===== src/hw/rtl/assert_macros.svh =====
// -----------------------------------------------------------------------------
// Assertion macros
// Shared concurrent assertion forms, clocked on clk_i and disabled in reset.
// -----------------------------------------------------------------------------
`ifndef ASSERT_MACROS_SVH
`define ASSERT_MACROS_SVH

// Property must hold at every clock edge outside reset.
`define B64D_ASSERT(label, prop, msg) \
  label: assert property (@(posedge clk_i) disable iff (!rst_ni) (prop)) \
    else $error(msg);

// Expression must never be true outside reset.
`define B64D_NEVER(label, expr, msg) \
  label: assert property (@(posedge clk_i) disable iff (!rst_ni) !(expr)) \
    else $error(msg);

`endif


===== src/hw/rtl/b64d_pkg.sv =====
// -----------------------------------------------------------------------------
// Base64 decoder package
// Shared types and constants of the base64 stream decoder.
// -----------------------------------------------------------------------------
package b64d_pkg;

  // Decoupling queue between the classifier and the decoder.
  localparam int unsigned QDepth = 2;
  localparam int unsigned QPtrW  = (QDepth > 1) ? $clog2(QDepth) : 1;
  localparam int unsigned QCntW  = $clog2(QDepth + 1);

  // Alphabet offsets of the standard alphabet.
  localparam logic [5:0] LowerBase = 6'd26;
  localparam logic [5:0] DigitBase = 6'd52;
  localparam logic [5:0] PlusCode  = 6'd62;
  localparam logic [5:0] SlashCode = 6'd63;

  // Class of one incoming character.
  typedef enum logic [1:0] {
    KIND_SPACE,
    KIND_PAD,
    KIND_BAD,
    KIND_DATA
  } kind_e;

  // Reported decoder status.
  typedef enum logic [1:0] {
    ST_DECODING = 2'd0,
    ST_PADDED   = 2'd1,
    ST_BAD      = 2'd2
  } status_e;

  // One classified character as it travels through the queue.
  typedef struct packed {
    kind_e      kind;
    logic [5:0] sextet;
    logic       last;
  } cls_t;

endpackage


===== src/hw/rtl/b64d_front.sv =====
// -----------------------------------------------------------------------------
// Base64 decoder front end
// Accepts characters and classifies them into whitespace, padding, bad or data.
// -----------------------------------------------------------------------------
module b64d_front (
  input  logic            in_valid_i,
  output logic            in_stall_o,
  input  logic [7:0]      in_char_i,
  input  logic            last_char_i,
  input  logic            q_full_i,
  output logic            q_push_o,
  output b64d_pkg::cls_t  q_data_o
);
  import b64d_pkg::*;

  logic [7:0] ch;

  assign ch         = in_char_i;
  assign in_stall_o = q_full_i;
  assign q_push_o   = in_valid_i && !q_full_i;

  always_comb begin
    q_data_o.last   = last_char_i;
    q_data_o.sextet = '0;
    q_data_o.kind   = KIND_BAD;
    if (ch == 8'h0D || ch == 8'h0A || ch == 8'h20 || ch == 8'h09) begin
      q_data_o.kind = KIND_SPACE;
    end else if (ch == 8'h3D) begin
      q_data_o.kind = KIND_PAD;
    end else if (ch >= 8'h41 && ch <= 8'h5A) begin
      q_data_o.kind   = KIND_DATA;
      q_data_o.sextet = 6'(ch - 8'h41);
    end else if (ch >= 8'h61 && ch <= 8'h7A) begin
      q_data_o.kind   = KIND_DATA;
      q_data_o.sextet = 6'(ch - 8'h61) + LowerBase;
    end else if (ch >= 8'h30 && ch <= 8'h39) begin
      q_data_o.kind   = KIND_DATA;
      q_data_o.sextet = 6'(ch - 8'h30) + DigitBase;
    end else if (ch == 8'h2B) begin
      q_data_o.kind   = KIND_DATA;
      q_data_o.sextet = PlusCode;
    end else if (ch == 8'h2F) begin
      q_data_o.kind   = KIND_DATA;
      q_data_o.sextet = SlashCode;
    end
  end

endmodule


===== src/hw/rtl/b64d_queue.sv =====
// -----------------------------------------------------------------------------
// Base64 decoder queue
// Short FIFO of classified characters between the front and back ends.
// -----------------------------------------------------------------------------
`include "assert_macros.svh"

module b64d_queue (
  input  logic            clk_i,
  input  logic            rst_ni,
  input  logic            push_i,
  input  b64d_pkg::cls_t  push_data_i,
  output logic            full_o,
  input  logic            pop_i,
  output logic            valid_o,
  output b64d_pkg::cls_t  pop_data_o
);
  import b64d_pkg::*;

  cls_t             mem_q [QDepth];
  logic [QPtrW-1:0] wr_ptr_q, wr_ptr_d;
  logic [QPtrW-1:0] rd_ptr_q, rd_ptr_d;
  logic [QCntW-1:0] cnt_q, cnt_d;

  assign full_o     = (cnt_q == QCntW'(QDepth));
  assign valid_o    = (cnt_q != '0);
  assign pop_data_o = mem_q[rd_ptr_q];

  always_comb begin
    wr_ptr_d = wr_ptr_q;
    rd_ptr_d = rd_ptr_q;
    cnt_d    = cnt_q;
    if (push_i) begin
      wr_ptr_d = (wr_ptr_q == QPtrW'(QDepth - 1)) ? '0 : wr_ptr_q + 1'b1;
    end
    if (pop_i) begin
      rd_ptr_d = (rd_ptr_q == QPtrW'(QDepth - 1)) ? '0 : rd_ptr_q + 1'b1;
    end
    if (push_i && !pop_i) begin
      cnt_d = cnt_q + 1'b1;
    end else if (pop_i && !push_i) begin
      cnt_d = cnt_q - 1'b1;
    end
  end

  always_ff @(posedge clk_i or negedge rst_ni) begin
    if (!rst_ni) begin
      wr_ptr_q <= '0;
      rd_ptr_q <= '0;
      cnt_q    <= '0;
    end else begin
      wr_ptr_q <= wr_ptr_d;
      rd_ptr_q <= rd_ptr_d;
      cnt_q    <= cnt_d;
    end
  end

  always_ff @(posedge clk_i) begin
    if (push_i) begin
      mem_q[wr_ptr_q] <= push_data_i;
    end
  end

  `B64D_NEVER(q_no_overflow, push_i && full_o, "queue written while full")
  `B64D_NEVER(q_no_underflow, pop_i && !valid_o, "queue read while empty")

endmodule


===== src/hw/rtl/b64d_back.sv =====
// -----------------------------------------------------------------------------
// Base64 decoder back end
// Holds the bit accumulator and message flags and registers each result.
// -----------------------------------------------------------------------------
`include "assert_macros.svh"

module b64d_back (
  input  logic            clk_i,
  input  logic            rst_ni,
  input  logic            q_valid_i,
  input  b64d_pkg::cls_t  q_data_i,
  output logic            q_pop_o,
  output logic            out_valid_o,
  input  logic            out_stall_i,
  output logic [7:0]      out_byte_o,
  output logic            byte_valid_o,
  output logic [1:0]      status_o,
  output logic            end_of_message_o
);
  import b64d_pkg::*;

  logic [5:0]  acc_q, acc_d;
  logic [2:0]  held_q, held_d;
  logic        pad_q, pad_d;
  logic        err_q, err_d;
  logic        out_valid_q;
  logic [7:0]  byte_q, byte_d;
  logic        bvalid_q, bvalid_d;
  status_e     status_q, status_d;
  logic        eom_q;
  logic [11:0] wide;

  assign q_pop_o = q_valid_i && (!out_valid_q || !out_stall_i);
  assign wide    = {acc_q, q_data_i.sextet};

  always_comb begin
    acc_d    = acc_q;
    held_d   = held_q;
    pad_d    = pad_q;
    err_d    = err_q;
    byte_d   = '0;
    bvalid_d = 1'b0;
    if (!pad_q && !err_q) begin
      unique case (q_data_i.kind)
        KIND_SPACE: ;
        KIND_PAD:   pad_d = 1'b1;
        KIND_BAD:   err_d = 1'b1;
        KIND_DATA: begin
          // Six new bits join the leftovers; a byte leaves once eight are held.
          unique case (held_q)
            3'd2: begin
              byte_d   = wide[7:0];
              bvalid_d = 1'b1;
              acc_d    = '0;
              held_d   = 3'd0;
            end
            3'd4: begin
              byte_d   = wide[9:2];
              bvalid_d = 1'b1;
              acc_d    = {4'b0, wide[1:0]};
              held_d   = 3'd2;
            end
            3'd6: begin
              byte_d   = wide[11:4];
              bvalid_d = 1'b1;
              acc_d    = {2'b0, wide[3:0]};
              held_d   = 3'd4;
            end
            default: begin
              acc_d  = q_data_i.sextet;
              held_d = 3'd6;
            end
          endcase
        end
        default: ;
      endcase
    end
    if (err_d) begin
      status_d = ST_BAD;
    end else if (pad_d) begin
      status_d = ST_PADDED;
    end else begin
      status_d = ST_DECODING;
    end
  end

  always_ff @(posedge clk_i or negedge rst_ni) begin
    if (!rst_ni) begin
      acc_q       <= '0;
      held_q      <= '0;
      pad_q       <= 1'b0;
      err_q       <= 1'b0;
      out_valid_q <= 1'b0;
    end else begin
      if (q_pop_o) begin
        out_valid_q <= 1'b1;
        if (q_data_i.last) begin
          acc_q  <= '0;
          held_q <= '0;
          pad_q  <= 1'b0;
          err_q  <= 1'b0;
        end else begin
          acc_q  <= acc_d;
          held_q <= held_d;
          pad_q  <= pad_d;
          err_q  <= err_d;
        end
      end else if (!out_stall_i) begin
        out_valid_q <= 1'b0;
      end
    end
  end

  always_ff @(posedge clk_i) begin
    if (q_pop_o) begin
      byte_q   <= byte_d;
      bvalid_q <= bvalid_d;
      status_q <= status_d;
      eom_q    <= q_data_i.last;
    end
  end

  assign out_valid_o      = out_valid_q;
  assign out_byte_o       = byte_q;
  assign byte_valid_o     = bvalid_q;
  assign status_o         = status_q;
  assign end_of_message_o = eom_q;

  `B64D_ASSERT(back_held_even, !held_q[0], "odd number of bits held")
  `B64D_ASSERT(back_clear_after_last, q_pop_o && q_data_i.last |=>
    held_q == '0 && acc_q == '0 && !pad_q && !err_q, "state not cleared at message end")

endmodule


===== src/hw/rtl/base64_stream_decoder_unit.sv =====
// -----------------------------------------------------------------------------
// Base64 stream decoder
// Decodes standard-alphabet base64 text, one character per transaction.
// -----------------------------------------------------------------------------
//
//   Channel | Handshake                | Payload
//   --------+--------------------------+---------------------------------------
//   input   | in_valid_i / in_stall_o  | in_char_i, last_char_i
//   output  | out_valid_o / out_stall_i| out_byte_o, byte_valid_o, status_o,
//           |                          | end_of_message_o
//
// Every input transaction produces exactly one output transaction; it passes
// through the classifier queue and then the output register. One character
// per cycle is sustained while the output is not stalled; the accumulator
// update in the back end is the recurrence that sets this figure.
// Reset is asynchronous and active low; it clears the queue, the accumulator,
// the padding and error flags, and the output valid.
// An output stall holds the result register; the two-entry queue keeps
// accepting until full, and then in_stall_o rises.
//
// The front end only classifies characters (whitespace, padding, bad, data with
// its 6-bit value). The back end owns all message state, so a character's effect
// depends only on what the back end has already consumed. A last character
// returns the state to its reset value after its own result is formed.
module base64_stream_decoder_unit (
  input  logic       clk_i,
  input  logic       rst_ni,
  input  logic       in_valid_i,
  output logic       in_stall_o,
  input  logic [7:0] in_char_i,
  input  logic       last_char_i,
  output logic       out_valid_o,
  input  logic       out_stall_i,
  output logic [7:0] out_byte_o,
  output logic       byte_valid_o,
  output logic [1:0] status_o,
  output logic       end_of_message_o
);
  import b64d_pkg::*;

  logic q_push;
  logic q_full;
  logic q_pop;
  logic q_valid;
  cls_t push_data;
  cls_t pop_data;

  // Classify the incoming character.
  b64d_front u_front (
    .in_valid_i  (in_valid_i),
    .in_stall_o  (in_stall_o),
    .in_char_i   (in_char_i),
    .last_char_i (last_char_i),
    .q_full_i    (q_full),
    .q_push_o    (q_push),
    .q_data_o    (push_data)
  );

  // Decouple the two sides so each can stall on its own.
  b64d_queue u_queue (
    .clk_i       (clk_i),
    .rst_ni      (rst_ni),
    .push_i      (q_push),
    .push_data_i (push_data),
    .full_o      (q_full),
    .pop_i       (q_pop),
    .valid_o     (q_valid),
    .pop_data_o  (pop_data)
  );

  // Accumulate sextets, emit bytes and track padding and errors.
  b64d_back u_back (
    .clk_i            (clk_i),
    .rst_ni           (rst_ni),
    .q_valid_i        (q_valid),
    .q_data_i         (pop_data),
    .q_pop_o          (q_pop),
    .out_valid_o      (out_valid_o),
    .out_stall_i      (out_stall_i),
    .out_byte_o       (out_byte_o),
    .byte_valid_o     (byte_valid_o),
    .status_o         (status_o),
    .end_of_message_o (end_of_message_o)
  );

endmodule

===== config.mk =====
export PLATFORM = sky130hd
export DESIGN_NAME = base64_stream_decoder_unit
export DESIGN_NICKNAME = d
export VERILOG_FILES = /design/src/hw/rtl/b64d_pkg.sv /design/src/hw/rtl/b64d_front.sv /design/src/hw/rtl/b64d_queue.sv /design/src/hw/rtl/b64d_back.sv /design/src/hw/rtl/base64_stream_decoder_unit.sv
export VERILOG_INCLUDE_DIRS = /design/src /design/src/hw/rtl
export SDC_FILE = /design/constraint.sdc
export NUM_CORES = 1
export LEC_CHECK = 0
export CAP_MARGIN = 25
export CORE_AREA = 2 2 83 85
export CTS_CLUSTER_DIAMETER = 50
export DETAILED_ROUTE_END_ITERATION = 10
export DIE_AREA = 0 0 85 87
export DONT_BUFFER_PORTS = 1
export PLACE_DENSITY = 0.54
export SYNTH_ARGS = -nofsm -noshare
export SYNTH_HDL_FRONTEND = slang
export SYNTH_SLANG_ARGS = --single-unit

===== constraint.sdc =====
create_clock -name clk_i -period 1.9 [get_ports clk_i]
set_input_delay 0.38 -clock clk_i [delete_from_list [all_inputs] [get_ports clk_i]]
set_output_delay 0.38 -clock clk_i [all_outputs]
set_load 0.005 [all_outputs]

==> results of run 1 <==
-- power groups by stage --
| stage | clock [µW] | sequential [µW] | combinational (µW) |
|---|---|---|---|
| CTS | 706 | 1660 | 1240 |
| floorplan | 0 | 1620 | 950 |
| global route | 744 | 1710 | 1380 |
| global placement | 0 | 1680 | 1220 |
| detailed placement | 0 | 1690 | 1220 |
| finish | 693 | 1660 | 1220 |
-- Yosys cell counts (5+ instances only) --
| library cell | number | area share |
|---|---|---|
| o21ai_0 | 11 | 0.022 |
| nor2b_1 | 7 | 0.017 |
| nand2_1 | 14 | 0.021 |
| xnor2_1 | 7 | 0.024 |
| a21oi_1 | 5 | 0.010 |
| ha_1 | 15 | 0.075 |
| inv_1 | 15 | 0.022 |
| dfrtp_1 | 15 | 0.15 |
| nor3_1 | 6 | 0.012 |
| edfxtp_1 | 30 | 0.36 |
| a222oi_1 | 6 | 0.024 |
| nor2_1 | 18 | 0.027 |
| nand3_1 | 6 | 0.012 |
-- layout by cell type, fill, tap and decap left out, types with 5 or more instances in the layout --
| cell type | instances |
|---|---|
| edfxtp_1 | 30 |
| ha_1 | 14 |
| dfrtp_1 | 15 |
| nor2_1 | 18 |
| a222oi_1 | 6 |
| o21ai_0 | 11 |
| xnor2_1 | 7 |
| buf_4 | 17 |
| a21oi_1 | 5 |
| nor3_1 | 6 |
| nand2_1 | 14 |
| inv_1 | 14 |
| clkbuf_8 | 5 |
| nand3_1 | 6 |
| nor2b_1 | 7 |
-- critical path, delay by kind of cell (launching register included) --
kind,cells,cell delay [ns]
AOI/OAI and AO/OA,1,0.37
buffers and inverters,1,0.19
DFF,1,0.43
muxes,1,0.38
and+or+nand+nor,1,0.07
-- layer usage --
layer  vias up  part of all wire
met5         -                 0
met4         0             0.017
met3         6             0.027
met2        34              0.51
met1       826              0.45
li1        858                 -
-- through the flow --
step / util / instance area, µm² / setup slack [ns] / instances
floorplan: - / 2520 / 0.0120 / 224
global placement: 0.410 / 2700 / -0.0449 / 313
detailed placement: 0.410 / 2700 / -0.0635 / 313
CTS: 0.428 / 2810 / 0.213 / 321
global route: 0.429 / 2820 / 0.0261 / 321
finish: 0.429 / 2820 / 0.213 / 321
-- state kept, by name (all words and copies together), names as in the netlist --
register	flops
u_queue.wr_ptr_q	1
u_back.byte_valid_o	1
u_back.pad_q	1
u_back.err_q	1
u_back.out_valid_o	1
u_queue.mem_q	18
u_back.acc_q	6
u_back.out_byte_o	8
u_back.status_o	2
u_back.held_q	2
u_back.end_of_message_o	1
u_queue.cnt_q	2
u_queue.rd_ptr_q	1
-- cell families (layout without fill, tap and decap cells) --
kind of cell | Yosys count | after routing
AO/OA/AOI/OAI | 52 | 52
XOR/XNOR | 9 | 9
adder cells (fa/ha/maj) | 15 | 15
buffers and inverters | 23 | 40
flip-flops | 45 | 45
multiplexers | 10 | 10
AND/OR/NAND/NOR | 70 | 70
-- worst max path at each step --
stage,to,depth (start not counted)
floorplan,u_queue.mem_q[0][5]$_DFFE_PP_,8
global placement,u_queue.mem_q[1][3]$_DFFE_PP_,7
detailed placement,u_queue.mem_q[0][3]$_DFFE_PP_,7
CTS,u_back.out_byte_o[3]$_SDFFCE_PN0P_,4
global route,u_queue.mem_q[1][3]$_DFFE_PP_,7
finish,u_back.out_byte_o[3]$_SDFFCE_PN0P_,4
-- final cells by class --
class                      count  area share
tap                           80      0.0355
sequential                    45       0.453
clock inverter                 2      0.0124
inverter                      15      0.0209
timing repair buffer          18      0.0489
clock buffer                   5      0.0244
multi-input combinational    156       0.405
-- timing repair --
item                                    in CTS  in global routing
endpoints found under the setup margin       0                  2
hold buffers                                 1                  0
endpoints found under the hold margin       15                  0
gates resized for setup                      0                  1
==> flow_summary_export.csv, run 1 <==
group,metric,value,unit
status,status,"finished clean",
worst_setup_path,critPathMaxStageDelay,0.43,ns
floorplanning,start_util,0.381,
timing,rsz0062_at_grt,"false",
pwr,pwr-share-clk,0.194,
hold_path,hp-start,"last_char_i",
hold_path,hold_class,"input port to flip-flop",
detailed_routing,drtPass1Iterations,4,
timing,timing.fmax,0.593,GHz
timing,finalSetupViolCount,0,
floorplanning,coreArea,6570,µm²
cells_and_area,drive_gt1_frac,0.162,
timing,relSlewSlack,0.514,
worst_setup_path,cp-end-kind,"flip-flop",
global_route,use_met3,0.0284,
timing,tightest_slew,0.726,ns
pwr,p_leak,0.00112,µW
worst_setup_path,worstReg2RegEnd,"u_back.out_byte_o[3]$_SDFFCE_PN0P_",
logic_synthesis,ys_types,47,
floorplanning,die_area,7400,µm²
worst_setup_path,crit_start,"u_queue.rd_ptr_q$_DFFE_PN0P_",
pwr,power_density,1270,nW/µm²
timing,fin_crit,1.69,ns
clocking,cts_tree,"built",
logic_synthesis,syn_inst,224,
timing,fin_crit_sh,0.888,
pwr,seqPwrFrac,0.465,
logic_synthesis,synth_xor_xnor_area_share,0.0315,
global_route,grt.busiest_layer,"met2",
worst_setup_path,crit_chain,"buf_4, mux2_2, a222oi_1, nor2_1",
detailed_routing,drt_iter0_drc,74,
logic_synthesis,synth-compound-area-share,0.155,
clocking,cts.htree.levels,2,
clocking,worst_skew_pair.late_latency,0.30,ns
global_route,gr-total-overflow,0,
logic_synthesis,yosys_warnings,0,
pwr,total_power,3570,µW
logic_synthesis,synth-seq-cells,45,
detailed_routing,wl_per_cell,15.0,µm
detailed_routing,vias,1724,
clocking,cts_root_buf,"clkbuf_8",
placement,hpwl,3.60,mm
cells_and_area,multi_input_area,1140,µm²
cells_and_area,nNetsFinal,269,
hold_path,hold_end,"u_queue.mem_q[0][0]$_DFFE_PP_",
clocking,cts.path.max_buffers,2,
run,maxCapViolations,0,
pwr,p_comb_frac,0.342,
floorplanning,ios,27,
detailed_routing,drtAntennaViolNets,0,
logic_synthesis,synth_edf_count,30,
global_route,use_met2,0.241,
placement,place.gp.congestion,0.861,
detailed_routing,vias_per_cell,5.37,
timing,finalHoldViolCount,0,
logic_synthesis,syn_avg_cell_area,11.2,µm²
logic_synthesis,synthMuxAreaShare,0.0450,
cells_and_area,n_fill_cell,610,
global_route,grt_use_total,0.139,
logic_synthesis,async_reset_ff_frac,0.333,
detailed_routing,drc_errors,0,
detailed_routing,routed_wl,4.81,mm
timing,skew,0.00794,ns
cells_and_area,syn_to_final_growth,12.5,%
clocking,cts_sinks,45,
hold_path,min_path_cells,0,
global_route,grt_pass1_wl,8.06,mm
logic_synthesis,yosysSeqAreaShare,0.510,
floorplanning,die_w,85,µm
pwr,ir_worst_vdd,0.845,mV
logic_synthesis,netlist_area,2500,µm²
pwr,switching_share,0.335,
timing,timing.hold.ws,0.176,ns
cells_and_area,n_antenna_cell,0,
worst_setup_path,arrival,1.74,ns
worst_setup_path,slowest_stage,"dfrtp_1",
worst_setup_path,reg2reg_slack,0.21,ns
clocking,path_clk_slew,0.08,ns
global_route,grt_antenna_before_repair,0,
floorplanning,dieHeight,87,µm
pwr,p_switching,1200,µW
cells_and_area,seq_area,1280,µm²
logic_synthesis,synth_top_family_by_area,"compound AO/OA/AOI/OAI gates",
pwr,p_int,2380,µW
clocking,cts_buffers,5,
worst_setup_path,reg2reg_from,"u_queue.rd_ptr_q$_DFFE_PN0P_",
global_route,grt_max_degree,16,
timing,fin_tns_setup,0,ns
timing,finalMaxSlewViolations,0,
placement,port_buffers,0,
worst_setup_path,r2r_cells,4,
clocking,postCtsSetupRepairBufs,0,
logic_synthesis,synth-adder-area-share,0.0750,
global_route,grt.met1_usage,0.166,
worst_setup_path,path_class,"flip-flop to flip-flop",
logic_synthesis,synthesis.nets,252,
worst_setup_path,cp-start-kind,"flip-flop",
floorplanning,rows,30,
global_route,grt_pass1_vias,1691,
worst_setup_path,worst-path-max-fanout,6,
worst_setup_path,crit_required,1.95,ns
logic_synthesis,yosys.area_share.simple,0.141,
logic_synthesis,ys.flop_type,"edfxtp_1",
Note: power is estimated with default switching activity, not from simulation.
==> run 2: changes to the inputs <==
--- a/config.mk
+++ b/config.mk
@@ -6,13 +6,14 @@
 export SDC_FILE = /design/constraint.sdc
 export NUM_CORES = 1
 export LEC_CHECK = 0
+export ABC_AREA = 1
 export CAP_MARGIN = 25
-export CORE_AREA = 2 2 83 85
+export CORE_AREA = 2 2 87 89
 export CTS_CLUSTER_DIAMETER = 50
 export DETAILED_ROUTE_END_ITERATION = 10
-export DIE_AREA = 0 0 85 87
+export DIE_AREA = 0 0 89 91
 export DONT_BUFFER_PORTS = 1
-export PLACE_DENSITY = 0.54
+export PLACE_DENSITY_LB_ADDON = 0.2
 export SYNTH_ARGS = -nofsm -noshare
 export SYNTH_HDL_FRONTEND = slang
 export SYNTH_SLANG_ARGS = --single-unit
==> run 2 against run 1 <==
Final area up 8.5%. Critical endpoint unchanged. Setup slack worse by 0.022 ns. Final cell count up 37%. Area after synthesis up 12%. Routed wire length up 15%. Sequential power about the same.
==> flow_summary_export.csv, run 2 <==
group,metric,value,unit
status,status,"finished clean",
logic_synthesis,synth_edf_count,30,
cells_and_area,final_common_cell,"nand2_1",
detailed_routing,vias,2129,
global_route,gr-total-overflow,0,
global_route,grt.met1_usage,0.177,
worst_setup_path,crit_start,"u_queue.rd_ptr_q$_DFFE_PN0P_",
clocking,cts_sinks,45,
pwr,p_int,2220,µW
hold_path,hold_end,"u_queue.mem_q[0][0]$_DFFE_PP_",
logic_synthesis,synthesis.nets,355,
timing,fin_crit_sh,0.899,
logic_synthesis,synth-seq-cells,45,
logic_synthesis,synth_top_area_frac,0.320,
clocking,cts.htree.levels,2,
floorplanning,dieHeight,91,µm
timing,timing.fmax,0.585,GHz
timing,timing.hold.ws,0.176,ns
global_route,grt_antenna_before_repair,0,
global_route,grt_pass1_wl,9.69,mm
logic_synthesis,syn_avg_cell_area,8.60,µm²
hold_path,min_path_cells,0,
pwr,switching_share,0.385,
clocking,postCtsSetupRepairBufs,0,
logic_synthesis,netlist_area,2810,µm²
cells_and_area,syn_to_final_growth,8.63,%
placement,place.gp.congestion,0.929,
worst_setup_path,worst-path-max-fanout,8,
cells_and_area,n_antenna_cell,0,
pwr,pwr-share-clk,0.156,
logic_synthesis,yosysSeqAreaShare,0.454,
detailed_routing,routed_wl,5.55,mm
worst_setup_path,reg2reg_from,"u_queue.rd_ptr_q$_DFFE_PN0P_",
global_route,use_met2,0.259,
timing,finalHoldViolCount,0,
detailed_routing,vias_per_cell,4.83,
worst_setup_path,reg2reg_slack,0.19,ns
global_route,grt.busiest_layer,"met2",
clocking,cts_root_buf,"clkbuf_8",
timing,fin_crit,1.71,ns
clocking,cts.path.max_buffers,2,
global_route,grt_use_total,0.151,
detailed_routing,drtAntennaViolNets,0,
worst_setup_path,r2r_cells,6,
cells_and_area,largest_register,"u_queue.mem_q",
placement,port_buffers,0,
floorplanning,ios,27,
cells_and_area,nNetsFinal,369,
clocking,path_clk_slew,0.08,ns
hold_path,hold_class,"input port to flip-flop",
timing,skew,0.00425,ns
pwr,p_comb_frac,0.389,
floorplanning,coreArea,7140,µm²
pwr,p_switching,1390,µW
clocking,worst_skew_pair.late_latency,0.30,ns
hold_path,hp-start,"last_char_i",
cells_and_area,drive_gt1_frac,0.135,
logic_synthesis,synth_common_cells,"69 x nand2_1, 39 x nor2_1, 38 x inv_1",
timing,relSlewSlack,0.507,
timing,tightest_slew,0.737,ns
worst_setup_path,cp-end-kind,"flip-flop",
worst_setup_path,arrival,1.76,ns
timing,fin_tns_setup,0,ns
logic_synthesis,ys.flop_type,"edfxtp_1",
floorplanning,start_util,0.394,
logic_synthesis,async_reset_ff_frac,0.333,
logic_synthesis,yosys.area.top_type,"edfxtp_1",
floorplanning,rows,31,
logic_synthesis,yosysMostFrequentCell,"nand2_1",
pwr,seqPwrFrac,0.455,
worst_setup_path,worstReg2RegEnd,"u_back.out_byte_o[3]$_SDFFCE_PN0P_",
global_route,use_met3,0.0400,
detailed_routing,drtPass1Iterations,5,
detailed_routing,drc_errors,0,
floorplanning,die_area,8100,µm²
timing,finalSetupViolCount,0,
logic_synthesis,ys_types,29,
pwr,power_density,1180,nW/µm²
pwr,p_leak,0.00138,µW
global_route,grt_pass1_vias,2105,
floorplanning,die_w,89,µm
logic_synthesis,syn_inst,327,
clocking,cts_buffers,5,
worst_setup_path,path_class,"flip-flop to flip-flop",
timing,rsz0062_at_grt,"false",
cells_and_area,largest_reg_flops,18,
placement,hpwl,4.32,mm
pwr,ir_worst_vdd,0.347,mV
detailed_routing,drt_iter0_drc,94,
timing,finalMaxSlewViolations,0,
logic_synthesis,yosys_warnings,0,
detailed_routing,wl_per_cell,12.6,µm
logic_synthesis,yosys-top-cells-area,"edfxtp_1 32%, dfrtp_1 13%, nand2_1 9.2%",
worst_setup_path,cp-start-kind,"flip-flop",
cells_and_area,final_cell_mix,"69 x nand2_1, 39 x nor2_1, 38 x inv_1, 30 x edfxtp_1, 22 x nand3_1",
clocking,cts_tree,"built",
worst_setup_path,crit_required,1.95,ns
global_route,grt_max_degree,16,
run,maxCapViolations,0,
[run 2: cell count changes after synthesis, moves of 6 or more]
cell,change
a21oi_1,+11
a222oi_1,-6
inv_1,+23
nand2_1,+55
nand3_1,+16
nor2_1,+21
nor2b_1,-7
o22ai_1,+8
xor2_1,+7
[run 2: layout make-up]
cell class | count | area (µm²)
multi-input cells | 233 | 1310
repair buffers | 12 | 92.6
fillers | 743 | 4080
inverters | 44 | 170
flip-flops and latches | 45 | 1280
clock buffers | 6 | 72.6
clock inverters | 2 | 10.0
well taps | 99 | 124
[run 2: cell families after synthesis]
logic type,share of synthesized area
DFF,0.454
buffers and inverters,0.0805
muxes,0.0107
AOI/OAI and AO/OA,0.0979
adders and majority gates,0.0667
xor gates and xnor gates,0.0374
and+or+nand+nor,0.253
[run 2: power groups by stage]
stage | clock network, µW | registers (µW) | logic (µW)
after CTS | 582 | 1650 | 1410
after global routing | 638 | 1700 | 1590
after global placement | 0 | 1660 | 1380
final | 563 | 1640 | 1400
after detailed placement | 0 | 1670 | 1400
after floorplan | 0 | 1620 | 1100
[run 2: what timing repair did]
item	4_1_cts	5_1_grt
hold buffers	1	0
endpoints found under the hold margin	15	0
endpoints found under the setup margin	0	2
resized for setup	0	2
[run 2: worst max-delay path by stage]
| stage | end | slack [ns] | depth (start not counted) |
|---|---|---|---|
| global placement | u_queue.mem_q[1][4]$_DFFE_PP_ | 0.13 | 8 |
| global route | u_back.out_byte_o[3]$_SDFFCE_PN0P_ | 0.03 | 6 |
| finish | u_back.out_byte_o[3]$_SDFFCE_PN0P_ | 0.19 | 6 |
| detailed placement | u_queue.mem_q[0][5]$_DFFE_PP_ | 0.1 | 11 |
| floorplan | u_queue.mem_q[0][5]$_DFFE_PP_ | 0.20 | 12 |
| CTS | u_back.out_byte_o[2]$_SDFFCE_PN0P_ | 0.14 | 5 |
[run 2: through the flow]
step / instance area, µm² / std cells / util / total power (µW) / worst slack, ns
after floorplan: 2810 / 327 / - / 2730 / 0.196
after global placement: 2960 / 432 / 0.415 / 3040 / 0.131
after detailed placement: 2960 / 432 / 0.415 / 3070 / 0.0999
after CTS: 3060 / 441 / 0.428 / 3650 / 0.142
after global routing: 3060 / 441 / 0.428 / 3930 / 0.0252
final: 3060 / 441 / 0.428 / 3610 / 0.191
[run 2: layer usage]
| layer | part of all wire | wire length, µm | vias to the layer above |
|---|---|---|---|
| met5 | 0 | 0 | - |
| met2 | 0.51 | 2820 | 57 |
| met3 | 0.042 | 231 | 16 |
| met4 | 0.030 | 164 | 0 |
| li1 | - | - | 1098 |
| met1 | 0.42 | 2340 | 958 |
[run 2: worst max-delay path: stages, from the launching register on]
cell	delay, ns
dfrtp_1	0.52
inv_1	0.17
or2_2	0.29
o21ai_0	0.13
inv_1	0.13
a21oi_1	0.16
nor2_1	0.05
==> run 3: changes to the inputs <==
--- a/config.mk
+++ b/config.mk
@@ -6,14 +6,14 @@
 export SDC_FILE = /design/constraint.sdc
 export NUM_CORES = 1
 export LEC_CHECK = 0
-export ABC_AREA = 1
 export CAP_MARGIN = 25
-export CORE_AREA = 2 2 87 89
+export CORE_AREA = 2 2 83 85
 export CTS_CLUSTER_DIAMETER = 50
 export DETAILED_ROUTE_END_ITERATION = 10
-export DIE_AREA = 0 0 89 91
+export DIE_AREA = 0 0 85 87
 export DONT_BUFFER_PORTS = 1
 export PLACE_DENSITY_LB_ADDON = 0.2
+export SLEW_MARGIN = 10
 export SYNTH_ARGS = -nofsm -noshare
 export SYNTH_HDL_FRONTEND = slang
 export SYNTH_SLANG_ARGS = --single-unit
==> constraint.sdc (replaced) <==
create_clock -name clk_i -period 1.9 [get_ports clk_i]
set_input_delay 0.095 -clock clk_i [delete_from_list [all_inputs] [get_ports clk_i]]
set_output_delay 0.095 -clock clk_i [all_outputs]
set_load 0.005 [all_outputs]
==> run 3 against run 2 <==
Largest power group unchanged. Largest cell class is now registers. Clock power increased by 17%. Setup slack worse by 0.016 ns. Critical endpoint is now u_back.acc_q[2]$_DFFE_PN0P_. Critical path depth decreased by 1. Utilization decreased by 0.56 points. Worst hold slack worse by 0.14 ns. Global-route usage fell by 1.2 points. Total power decreased by 2.7%. Via count is 19% lower. Die area fell by 8.7%.
==> flow_summary_export.csv, run 3 (synthesis results as in run 1) <==
group,metric,value,unit
status,status,"finished clean",
worst_setup_path,worst-path-max-fanout,14,
timing,relSlewSlack,0.515,
worst_setup_path,cp-end-kind,"flip-flop",
pwr,pwr-share-clk,0.188,
worst_setup_path,reg2reg_from,"u_queue.rd_ptr_q$_DFFE_PN0P_",
clocking,worst_skew_pair.late_latency,0.30,ns
detailed_routing,vias,1717,
pwr,p_comb_frac,0.331,
run,maxCapViolations,0,
placement,port_buffers,0,
worst_setup_path,arrival,1.97,ns
detailed_routing,drc_errors,0,
pwr,switching_share,0.345,
clocking,cts_sinks,45,
placement,place_ws,0.0447,ns
clocking,cts_root_buf,"clkbuf_8",
clocking,cts.path.max_buffers,2,
pwr,p_int,2300,µW
placement,place.gp.congestion,0.808,
cells_and_area,final_common_cell,"edfxtp_1",
global_route,grt_pass1_wl,8.22,mm
detailed_routing,drtAntennaViolNets,0,
detailed_routing,drt_iter0_drc,58,
cells_and_area,nNetsFinal,265,
worst_setup_path,path_class,"flip-flop to flip-flop",
floorplanning,die_area,7400,µm²
global_route,grt_antenna_before_repair,0,
worst_setup_path,cp-start-kind,"flip-flop",
floorplanning,die_w,85,µm
pwr,p_switching,1210,µW
cells_and_area,largest_reg_flops,18,
timing,fin_crit_sh,0.907,
timing,rsz0062_at_grt,"false",
floorplanning,ios,27,
timing,finalHoldViolCount,0,
cells_and_area,syn_to_final_growth,10.8,%
pwr,power_density,1270,nW/µm²
floorplanning,coreArea,6570,µm²
worst_setup_path,crit_start,"u_queue.rd_ptr_q$_DFFE_PN0P_",
worst_setup_path,critPathMaxStageDelay,0.50,ns
pwr,ir_worst_vdd,0.574,mV
global_route,grt_use_total,0.139,
pwr,seqPwrFrac,0.482,
timing,timing.fmax,0.580,GHz
detailed_routing,routed_wl,4.74,mm
timing,finalSetupViolCount,0,
timing,tightest_slew,0.724,ns
clocking,cts_buffers,5,
detailed_routing,vias_per_cell,5.40,
cells_and_area,drive_gt1_frac,0.122,
floorplanning,start_util,0.381,
floorplanning,rows,30,
timing,finalWorstSetupSlack,0.176,ns
timing,skew,0.0118,ns
clocking,postCtsSetupRepairBufs,0,
clocking,path_clk_slew,0.09,ns
placement,hpwl,3.45,mm
clocking,cts_tree,"built",
clocking,cts.htree.levels,2,
global_route,grt_pass1_vias,1710,
hold_path,hp-start,"in_char_i[2]",
cells_and_area,n_antenna_cell,0,
timing,finalMaxSlewViolations,0,
global_route,gr-total-overflow,0,
floorplanning,dieHeight,87,µm
detailed_routing,wl_per_cell,14.9,µm
pwr,p_leak,0.00109,µW
hold_path,hold_class,"input port to flip-flop",
detailed_routing,drtPass1Iterations,6,
timing,fin_crit,1.72,ns
timing,fin_tns_setup,0,ns
worst_setup_path,crit_required,2.15,ns
global_route,grt_max_degree,16,
worst_setup_path,slowest_stage,"dfrtp_2",
worst_setup_path,crit_chain,"mux2i_2, o41ai_2, nand2_2, nor3b_1, a21o_1",
cells_and_area,final_cell_mix,"30 x edfxtp_1, 18 x nor2_1, 15 x inv_1, 15 x ha_1",
cells_and_area,largest_register,"u_queue.mem_q",
[run 3: cell count changes in the layout (fill, tap and decap cells not counted), sizes merged, moves of 7 or more]
cell,previous run,this run
nor2b,0,8
xor2,9,2
nand3,23,6
o22ai,8,0
inv,44,15
a21oi,18,5
nor2,45,18
o21ai,21,14
nand2,77,15
[run 3: layer usage]
metal | track usage | up-vias | part of all wire
li1 | - | 847 | -
met4 | 0.0476 | 0 | 0.0059
met2 | 0.245 | 42 | 0.51
met5 | 0 | - | 0
met1 | 0.168 | 825 | 0.45
met3 | 0.0294 | 3 | 0.037
[run 3: what timing repair did]
action / CTS / global route
setup endpoints to repair: 0 / 13
hold endpoints to repair: 19 / 0
gates resized for setup: 0 / 1
hold buffers: 4 / 0
[run 3: path summary, 6_finish.rpt]
check | depth (start not counted) | end | slack [ns]
max | 5 | u_back.acc_q[2]$_DFFE_PN0P_ | 0.18
min | 1 | u_queue.mem_q[1][3]$_DFFE_PP_ | 0.04
max reg2reg | 5 | u_back.acc_q[2]$_DFFE_PN0P_ | 0.18
min reg2reg | 2 | u_back.acc_q[5]$_DFFE_PN0P_ | 0.50
max in group asynchronous | 1 | u_queue.rd_ptr_q$_DFFE_PN0P_ | 1.11
min in group asynchronous | 1 | u_back.acc_q[3]$_DFFE_PN0P_ | 0.29
[run 3: power by group through the flow]
stage / Clock, µW / Sequential [µW] / Combinational (µW)
2_1_floorplan: 0 / 1620 / 948
3_3_place_gp: 0 / 1700 / 1140
3_5_place_dp: 0 / 1720 / 1150
4_1_cts: 680 / 1700 / 1180
5_1_grt: 714 / 1750 / 1310
6_report: 659 / 1690 / 1160
[run 3: layout make-up]
| cell class | instances | area, µm² |
|---|---|---|
| Fill cell | 634 | 3790 |
| Tap cell | 80 | 100 |
| Multi-Input combinational cell | 156 | 1120 |
| Clock inverter | 1 | 8.76 |
| Clock buffer | 7 | 97.6 |
| Timing Repair Buffer | 14 | 115 |
| Inverter | 15 | 56.3 |
| Sequential cell | 45 | 1280 |
[run 3: critical path, delay by kind of cell (launching register included)]
family | cells | cell delay [ns]
simple gates | 2 | 0.50
mux | 1 | 0.23
flops | 1 | 0.50
compound gates | 2 | 0.43
[run 3: metrics by stage]
| stage | total power, µW | util | hold slack (ns) | std cells | instance area, µm² |
|---|---|---|---|---|---|
| after floorplan | 2570 | - | -0.201 | 224 | 2500 |
| after global placement | 2850 | 0.400 | -0.200 | 306 | 2630 |
| after detailed placement | 2870 | 0.400 | -0.200 | 306 | 2630 |
| after CTS | 3550 | 0.422 | 0.0281 | 318 | 2770 |
| after global routing | 3770 | 0.422 | 0.0295 | 318 | 2780 |
| final | 3510 | 0.422 | 0.0355 | 318 | 2780 |
